File: config.mk
export PLATFORM = sky130hd
export DESIGN_NAME = mlb_hist_store
export DESIGN_NICKNAME = d
export VERILOG_FILES = /design/src/mlb_pkg.sv /design/src/mlb_hist_store.sv
export SDC_FILE = /design/constraint.sdc
export NUM_CORES = 1
export LEC_CHECK = 0
export ABC_AREA = 0
export BUFFER_PORTS_ARGS = -buffer_cell sky130_fd_sc_hd__buf_2
export CAP_MARGIN = 20
export CORE_ASPECT_RATIO = 2
export CORE_MARGIN = 3
export CORE_UTILIZATION = 30
export CTS_CLUSTER_SIZE = 25
export DETAILED_ROUTE_END_ITERATION = 12
export GPL_TIMING_DRIVEN = 1
export PLACE_DENSITY = 0.44
export SLEW_MARGIN = 20
export SYNTH_ARGS = -nofsm -noshare
export SYNTH_HDL_FRONTEND = slang
export SYNTH_SLANG_ARGS = --single-unit
File: constraint.sdc
create_clock -name aclk -period 19.2 [get_ports aclk]
set_clock_uncertainty 0.05 [all_clocks]
set_input_delay 4.8 -clock aclk [delete_from_list [all_inputs] [get_ports aclk]]
set_output_delay 4.8 -clock aclk [all_outputs]
set_load 0.05 [all_outputs]
File: src/mlb_pkg.sv
// Shared types and constants for the multichannel lowpass biquad.
package mlb_pkg;

    localparam int CHANNEL_BITS   = 4;
    localparam int CHANNEL_SPAN   = 16;
    localparam int CFG_INDEX_BITS = 2;
    localparam int CFG_DATA_BITS  = 32;
    localparam int A0_BITS        = 30;
    localparam int B_BITS         = 31;
    localparam int ACC_BITS       = 64;
    localparam int COEF_EXT_BITS  = 32;

    localparam logic [CFG_INDEX_BITS-1:0] CFG_COEF_A0 = 2'd0;
    localparam logic [CFG_INDEX_BITS-1:0] CFG_COEF_B1 = 2'd1;
    localparam logic [CFG_INDEX_BITS-1:0] CFG_COEF_B2 = 2'd2;

    localparam logic [A0_BITS-1:0]       A0_RESET = 30'd2102432;
    localparam logic signed [B_BITS-1:0] B1_RESET = -31'sd974603242;
    localparam logic signed [B_BITS-1:0] B2_RESET = 31'sd446145097;

    typedef struct packed {
        logic                    rd_en;
        logic [CHANNEL_BITS-1:0] rd_ch;
        logic                    wr_en;
        logic [CHANNEL_BITS-1:0] wr_ch;
    } store_ctl_t;

endpackage

File: src/mlb_hist_store.sv
// Per-channel filter history memory with reset valid bits and write-to-read bypass.
module mlb_hist_store #(
    parameter int NUM_CHANNELS = 16,
    parameter int SAMPLE_BITS  = 24
) (
    input  logic                     aclk,
    input  logic                     aresetn,
    input  mlb_pkg::store_ctl_t      ctl,
    input  logic [4*SAMPLE_BITS-1:0] wr_data,
    output logic [4*SAMPLE_BITS-1:0] rd_data
);

    // Only the channels that the channel field can name need storage.
    localparam int DEPTH = (NUM_CHANNELS < mlb_pkg::CHANNEL_SPAN) ?
                           NUM_CHANNELS : mlb_pkg::CHANNEL_SPAN;
    localparam int IDX_W = (DEPTH > 1) ? $clog2(DEPTH) : 1;
    localparam int HW    = 4 * SAMPLE_BITS;

    logic [HW-1:0]    mem [DEPTH];
    logic [HW-1:0]    mem_rd_reg;
    logic [HW-1:0]    fwd_data_reg;
    logic [DEPTH-1:0] vld_reg;
    logic [DEPTH-1:0] vld_next;
    logic             rd_vld_reg;
    logic             rd_vld_next;
    logic             bypass_reg;
    logic             bypass_next;
    logic             wr_ok;
    logic             rd_ok;
    logic [IDX_W-1:0] wr_idx;
    logic [IDX_W-1:0] rd_idx;

    assign wr_idx = ctl.wr_ch[IDX_W-1:0];
    assign rd_idx = ctl.rd_ch[IDX_W-1:0];
    assign wr_ok  = ctl.wr_en && (32'(ctl.wr_ch) < NUM_CHANNELS);
    assign rd_ok  = 32'(ctl.rd_ch) < NUM_CHANNELS;

    always_comb begin
        vld_next    = vld_reg;
        rd_vld_next = rd_vld_reg;
        bypass_next = bypass_reg;
        if (wr_ok) begin
            vld_next[wr_idx] = 1'b1;
        end
        if (ctl.rd_en) begin
            rd_vld_next = rd_ok && vld_reg[rd_idx];
            // A write to the same channel on the same edge is not yet in the array.
            bypass_next = rd_ok && wr_ok && (ctl.wr_ch == ctl.rd_ch);
        end
    end

    always_ff @(posedge aclk) begin
        if (!aresetn) begin
            vld_reg    <= '0;
            rd_vld_reg <= 1'b0;
            bypass_reg <= 1'b0;
        end else begin
            vld_reg    <= vld_next;
            rd_vld_reg <= rd_vld_next;
            bypass_reg <= bypass_next;
        end
    end

    always_ff @(posedge aclk) begin
        if (wr_ok) begin
            mem[wr_idx] <= wr_data;
        end
        if (ctl.rd_en) begin
            mem_rd_reg   <= mem[rd_idx];
            fwd_data_reg <= wr_data;
        end
    end

    always_comb begin
        if (bypass_reg) begin
            rd_data = fwd_data_reg;
        end else if (rd_vld_reg) begin
            rd_data = mem_rd_reg;
        end else begin
            rd_data = '0;
        end
    end

endmodule

After elaboration in Yosys (flattened, before gate mapping)
Memories as Yosys holds them, arrays and structs flattened. A register that Yosys moved wholly into a read port is not among the register bits.
Index checks and enable logic that the tools add are counted.
{ "word_totals": {"elab_cells": 20, "reg_bits": 114, "input_bits": 108, "mem_count": 1, "ramBits": 1536, "output_inout_bits": 96} }
{ "mem_list": {"columns": ["memory", "words", "width", "rd", "rd_ports_with_merged_regs", "write_ports", "line", "rtl"], "rows": [
  ["mem", 16, 96, 1, 1, 1, "mlb_hist_store.sv:19", "logic [HW-1:0] mem [DEPTH];"]
]} }
{ "op_classes": {"muxes": 8, "reduce_logical": 2, "order_cmp": 3, "n_bitwise": 1, "eq_ne": 1} }
{ "op_table": {"columns": ["cell", "n"], "rows": [
  ["2-to-1 mux 96 bit", 2],
  ["bitwise OR 16 bit", 1],
  ["less-than comparator 4 x 5 -> 1 bit (second input constant)", 2],
  ["binary-select mux 1 bit (select 4 bit)", 1],
  ["demux 1 bit (select 4 bit)", 1],
  ["== test 4 bit", 1],
  [">= comparator 4 x 1 -> 1 bit (second input constant)", 1],
  ["2-to-1 mux 1 bit", 4],
  ["logical AND 1 bit", 2]
]} }

Logic depth before layout (Yosys ltp)
Gate-level depths: netlist (run 1).
{ "logic_depth": {"word_depth": 5, "depth_mapped": 7, "mapped_depth_nobuf": 4} }

Least setup slack after synthesis (run 1)
No wires, ideal clock.
{ "synth_path": {"path_type": "input to register", "start": "input port ctl[3] (netlist bit)", "end": "memory mem[0][0] (netlist bit), enable pin", "arrival_ns": 11.859, "setup_time_ns": 0.671, "required_time_ns": 18.479, "path_slack_ns": 6.621, "cell_stages": 2, "n_path_buf": 0, "path_cell_list": "or3b_2 > nor3_1"} }
{ "synth_rtl": {"columns": ["element", "line", "rtl"], "rows": [
  ["start, declared", "mlb_hist_store.sv:8", "input mlb_pkg::store_ctl_t ctl,"],
  ["end, declared", "mlb_hist_store.sv:19", null]
]} }
No word-level cell before the write port.

Worst setup path in the final report (run 1)
{ "layout_path": {"start": "register bypass_reg", "end": "output port rd_data[23]"} }
{ "layout_via": {"elab_chain_len": 1} }
{ "layout_lines": {"columns": ["element", "line", "rtl"], "rows": [
  ["start, declared", "mlb_hist_store.sv:26", "logic bypass_reg;"],
  ["start signal, assigned", "mlb_hist_store.sv:60", "bypass_reg <= bypass_next;"],
  ["2-to-1 mux 96 bit", "mlb_hist_store.sv:75", "if (bypass_reg) begin"],
  ["end, declared", "mlb_hist_store.sv:10", "output logic [4*SAMPLE_BITS-1:0] rd_data"]
]} }
Every way passes these cells.

==> results of run 1 <==
-- routing by layer --
layer  vias to the layer above  part of all wire (%)  global-route usage, %
li1                      11700                     -                      -
met1                     16000                    41                   20.3
met2                       760                    52                   27.6
met3                       281                   4.4                   2.29
met4                        14                   2.5                   4.20
met5                         -                 0.060                      0
-- Yosys cell counts --
master and instances:
xor2_1 3, mux2i_1 4, nor2b_1 2, o21bai_1 1
o211ai_1 1, buf_1 17, nor2_1 13, buf_4 28
a22oi_1 1, buf_2 20, nand2_1 2, dfxtp_1 18
or3b_2 1, a221oi_1 2, xnor2_1 1, nand2b_1 3
nand4_1 1, nand3_1 2, nand3b_1 3, a21boi_0 1
o21a_1 16, clkbuf_1 62, edfxtp_1 1728, mux4_2 482
buf_6 8, a22o_1 96, nor3_1 5
-- cells in the final DEF, fill, tap and decap left out, types with 17 or more instances in the layout --
cell type | Yosys | routed
mux4_2 | 482 | 482
clkbuf_16 | 0 | 167
edfxtp_1 | 1728 | 1728
a22o_1 | 96 | 96
buf_4 | 28 | 70
dfxtp_1 | 18 | 17
clkinv_1 | 0 | 37
clkinv_2 | 0 | 35
buf_2 | 20 | 198
clkbuf_1 | 62 | 20
-- critical path: stages, from the launching register on --
cell and delay [ps]:
dfxtp_4 690, buf_4 650, buf_4 810, a22o_1 480, buf_2 350
-- per-stage QoR --
stage                     utilization, %  cells  instance area [um2]
final                               34.7   5755                74700
after global routing                34.7   5750                74700
after CTS                           34.7   5748                74700
after detailed placement            32.3   5456                69600
after global placement              32.3   5456                69600
after floorplan                        -   2521                65000
-- logic make-up (layout without fill, tap and decap cells) --
| group | Yosys count | in the layout | synth area share, % |
|---|---|---|---|
| buf+inv | 135 | 568 | 1.07 |
| xor+xnor | 4 | 4 | 0.0539 |
| mux | 486 | 486 | 16.8 |
| other cells | 0 | 7 | 0 |
| flops | 1746 | 1746 | 80.3 |
| simple gates | 32 | 32 | 0.246 |
| compound gates | 118 | 118 | 1.55 |
-- cell type report --
class | instances | area (um2)
fillers | 19700 | 141000
flip-flops and latches | 1746 | 52300
multi-input cells | 640 | 12200
clock buffers | 187 | 4250
well taps | 2794 | 3500
repair buffers | 276 | 1620
clock inverters | 105 | 885
diodes | 7 | 17.5
-- path summary, 6_finish.rpt --
path	end	cells past startpoint
worst max-delay path	rd_data[23]	4
worst min register to register	vld_reg[9]	1
worst min-delay path	vld_reg[9]	1
worst max register to register	bypass_reg	3
-- report_power, final --
part	switching, mW	internal (mW)	leakage (nW)	total [mW]
sequential	0.0278	4.30	15.9	4.33
combinational	0.247	0.153	4.89	0.400
clock	1.43	1.77	2.52	3.21
total	1.71	6.23	23.3	7.94
==> results.md, run 1 <==
* Status: finished, final reports clean
* Worst Setup End Kind: output port
* Reg clk slew, reported paths at around 70 ps
* Fin crit share at 45.2%
* Worst r2r src: bypass_reg
* Startpoint Class: flip-flop
* Antenna violations before repair at 31
* Yosys top cell by area: edfxtp_1
* Synth top area share at around four fifths
* # hold bufs at CTS at 0
* Row count at 241
* Post-cts resize count at 0
* Antenna-violating nets left at 0
* Max Buffers Root-to-Sink at 4
* HP Start: vld_reg[9]
* Fmax at approximately 120 MHz
* CTS tree: yes
* Setup violators final at 0
* Lkg Pwr at about 23 nW
* Final worst slack at between 10000 and 15000 ps
* RSZ-0062 raised after global routing: no
* Vias per std cell at between 4 and 5
* Max FFs per register at roughly 1500
* Initial Utilization at 30.2%
* Worst-Skew Late Latency at 810 ps
* Sum Neg Setup Slack at 0 ps
* Final hold viol count at 0
* Vias at 28800
* Critical path class: reg -> out
* Post-route total power at 7.94 mW
* Layout net count at 2939
* PwrDens at 106 nW/um2
* Num CTS Buffers at 167
* FF+latch count, synth at 1746
* Syn Std Cell Area at 65000 um2
* 1st-iter DRT viols at roughly 2500
* Critical Path Source: bypass_reg
* # H-tree levels at 4
* Post-place setup slack at 10110 ps
* Fin crit period at 8680 ps
* Largest net degree at the start of global routing at 84
* Hold_ws at between 400 and 500 ps
* GRT Resource Usage Total at roughly 16%
* Setup bufs post-CTS at 0
* Drc violations at 0
* Routability cong. at between 0.7 and 0.8
* Worst path arrival time at about 3800 ps
* Register area share after synthesis at between 80% and 90%
* Max Transition Viols Final at 0
* Synthesized area per cell at roughly 26 um2
* Worst min-delay path class: reg -> reg
* CTS root buf: clkbuf_16
* Synth cell types at 27
* Post-synthesis cell count at 2521
* Vias in the first global route at approximately 32000
* Total I/O pin count at 204
* Synthesis Warnings at 0
* Area Overhead vs Synth at 14.9%
* WP data required at roughly 14000 ps
* Avg WL per Cell at 30.5 um
* FF-to-FF setup slack at 17430 ps
* Input/output buffers at 203
* First-pass GRT wire length at roughly 250000 um
* Core ar. at 216000 um2
* Synth top area cells: edfxtp_1 80%, mux4_2 17%, a22o_1 1.3%, dfxtp_1 0.55%, clkbuf_1 0.36%
* Rel. slew slack at ~22%
* Die Area at 223000 um2
* Grt total ovfl at 0
* Final Routed Wirelength at 175000 um
* Die Y at about 660 um
* Max IR drop VDD at approximately 0.000069 V
* Die W at around 340 um
* Detail Placement HPWL at 88100 um
* Slew of the pin with the lowest slew margin at ~1200 ps
* Share of post-route cells with drive strength above 1 at between 30% and 40%
* Clock sinks at 1746
* Drt first pass iters at 7
* Peak fanout along the critical path at 37
* Syn Nets at 2629
* # Max-Cap Violations at 0
Note: power is estimated with default switching activity, not from simulation.
==> run 2: changes to the inputs <==
--- a/config.mk
+++ b/config.mk
@@ -14,7 +14,7 @@
 export CTS_CLUSTER_SIZE = 25
 export DETAILED_ROUTE_END_ITERATION = 12
 export GPL_TIMING_DRIVEN = 1
-export PLACE_DENSITY = 0.44
+export PLACE_DENSITY = 0.46
 export SLEW_MARGIN = 20
 export SYNTH_ARGS = -nofsm -noshare
 export SYNTH_HDL_FRONTEND = slang
==> constraint.sdc (replaced) <==
create_clock -name aclk -period 7.7 [get_ports aclk]
set_clock_uncertainty 0.05 [all_clocks]
set_input_delay 1.925 -clock aclk [delete_from_list [all_inputs] [get_ports aclk]]
set_output_delay 1.925 -clock aclk [all_outputs]
set_load 0.05 [all_outputs]
==> run 2 against run 1 <==
Final cell count shrank 0.31%; clock power grew to 2.6 times the previous value; sequential share of layout area down 0.32 points; worst setup slack got worse by 8300 ps; design area rose by 0.45%; first-iteration DRC count grew 22%; clock-buffer cell count rose by 26; utilization grew 0.16 points; via count is 0.32% lower; non-clock buffer count is 25 lower; combinational power rose by 150%; die area unchanged; critical path type unchanged; critical endpoint is now rd_data[44]; largest power group unchanged; highest routed layer unchanged.
==> results.md, run 2 (same netlist as run 1, synthesis figures left out) <==
* Status: finished, final reports clean
* Final Routed Wirelength at 170000 um (-3.0%)
* Startpoint Class: flip-flop
* Reg clk slew, reported paths at 70 ps (about the same)
* Final hold viol count at 0 (unchanged)
* Layout net count at 2917 (-0.75%)
* Hold Path Cell Cnt at 1 (unchanged)
* Fin crit share at a little under three quarters
* Die W at 335 um (unchanged)
* CP max stage cell: buf_4
* Hold_ws at 414 ps (+0.517 ps)
* Clk pwr share at 41.0% (+0.6 points)
* CP endpoint: rd_data[44]
* CTS root buf: clkbuf_16
* Total I/O pin count at 204 (unchanged)
* Fmax at 182 MHz
* Area Overhead vs Synth at 15.4%
* Largest net degree at the start of global routing at 112 (+33%)
* Sequential Power Share at 54.0% (-0.5 points)
* Critical path class: reg -> out
* Inst Count DP at 5431 (-0.46%)
* Grt total ovfl at 0 (unchanged)
* Max Transition Viols Final at 0 (unchanged)
* Vias in the first global route at 31200 (-1.4%)
* Peak fanout along the critical path at 38 (+2.7%)
* Max IR drop VDD at 0.000142 V (+110%)
* Setup bufs post-CTS at 0 (unchanged)
* Fin crit period at approximately 5500 ps
* P_int at 15.8 mW (+150%)
* Switching Share at 21.0% (-0.57 points)
* FF-to-FF setup slack at 6000 ps (-11430 ps)
* Worst Setup End Kind: output port
* First-pass GRT wire length at 240000 um (-3.1%)
* CTS tree: yes
* Worst path arrival time at 3510 ps (-320 ps)
* Post-cts resize count at 0 (unchanged)
* # hold bufs at CTS at 0 (unchanged)
* Comb pwr share at 5.0% (about the same)
* WP data required at 5730 ps (-8620 ps)
* Worst R2R End: mem_rd_reg[40]
* Die Y at 665 um (unchanged)
* Row count at 241 (unchanged)
* Antenna-violating nets left at 0 (unchanged)
* Max Buffers Root-to-Sink at 4 (unchanged)
* Most common cell after layout, fill and taps aside: edfxtp_1
* Worst min-delay path class: reg -> reg
* Non-filler cells, final at 5737 (-0.31%)
* PwrDens at 266 nW/um2 (+150%)
* Net Sw Power at 4.19 mW (+150%)
* Avg WL per Cell at 29.6 um (-2.7%)
* # H-tree levels at 4 (unchanged)
* Detail Placement HPWL at 79100 um (-10%)
* Worst r2r src: mem[3][40]
* Rel. slew slack at 27.4% (+5.1 points)
* Reg2Reg Depth at 2 (-1)
* Critical path's most frequent cell: buf_4
* Input/output buffers at 203 (unchanged)
* Die Area at 223000 um2 (unchanged)
* Sum Neg Setup Slack at 0 ps (unchanged)
* CP cell instances: buf_4 > buf_4 > a22o_1 > buf_2
* Antenna violations before repair at 30 (-3.2%)
* Worst-Skew Late Latency at 810 ps (about the same)
* Largest stage delay, worst path at 720 ps (-90 ps)
* Vias per std cell at 5.00 (about the same)
* Initial Utilization at 30.2% (unchanged)
* Share of post-route cells with drive strength above 1 at 33.6% (-0.66 points)
* Num CTS Buffers at 170 (+1.8%)
* Clock sinks at 1746 (unchanged)
* Drt first pass iters at 5 (-2)
* Lkg Pwr at 23.4 nW (+0.19%)
* Drc violations at 0 (unchanged)
* 1st-iter DRT viols at 3094 (+22%)
* Slew of the pin with the lowest slew margin at 1090 ps (-76.7 ps)
* # Max-Cap Violations at 0 (unchanged)
* Fin util at 34.8% (+0.16 points)
* Core ar. at 216000 um2 (unchanged)
* Vias at 28700 (-0.32%)
* RSZ-0062 raised after global routing: no
* Setup violators final at 0 (unchanged)
* Max FFs per register at 1536 (unchanged)
* Critical Path Source: bypass_reg
* Routability cong. at 0.679 (-3.1%)
* Most frequent cells in the layout: 1728 x edfxtp_1, 482 x mux4_2, 198 x buf_2
* Filler cells at 19600 (-0.39%)
* GRT Resource Usage Total at 15.2% (-0.49 points)
## run 2: final cells by class
type,instances,area (um2),share of cell area [%]
Multi-Input combinational cell,640,12200,16.3
Tap cell,2794,3500,4.66
Clock buffer,213,4590,6.11
Sequential cell,1746,52300,69.6
Antenna cell,5,12.5,0.0167
Clock inverter,88,802,1.07
Timing Repair Buffer,251,1710,2.28
## run 2: worst min path at each step
stage / from / to / slack, ps
6_report: vld_reg[11] / vld_reg[11] / 410
5_1_grt: vld_reg[0] / vld_reg[0] / 430
4_1_cts: vld_reg[7] / vld_reg[7] / 420
3_5_place_dp: vld_reg[7] / vld_reg[7] / 400
3_3_place_gp: vld_reg[11] / vld_reg[11] / 390
2_1_floorplan: vld_reg[11] / vld_reg[11] / 390
## run 2: per-layer routing
metal  part of all wire, %  global-route usage (%)
met5                 0.099                       0
met4                   2.0                    3.72
met3                   5.4                    2.57
met2                    51                    26.4
met1                    41                    19.9
## run 2: through the flow
stage	cell area (um2)	worst slack (ps)	total power, mW
6_report	75100	2210	20.0
5_1_grt	75100	2070	20.7
3_3_place_gp	69700	2900	12.0
2_1_floorplan	65100	-1770	11.6
4_1_cts	75100	2120	20.3
3_5_place_dp	69700	2890	12.0
## run 2: critical path: cells and delay by family (launching register included)
| family | cells | cell delay, ps |
|---|---|---|
| buf+inv | 3 | 1680 |
| compound gates | 1 | 260 |
| flops | 1 | 610 |
## run 2: power groups by stage
stage | Sequential, mW | Combinational, mW | Clock [mW]
3_3_place_gp | 11.0 | 1.00 | 0
3_5_place_dp | 11.0 | 1.03 | 0
2_1_floorplan | 11.0 | 0.612 | 0
6_report | 10.8 | 0.994 | 8.20
4_1_cts | 10.8 | 1.03 | 8.48
5_1_grt | 10.8 | 1.07 | 8.84
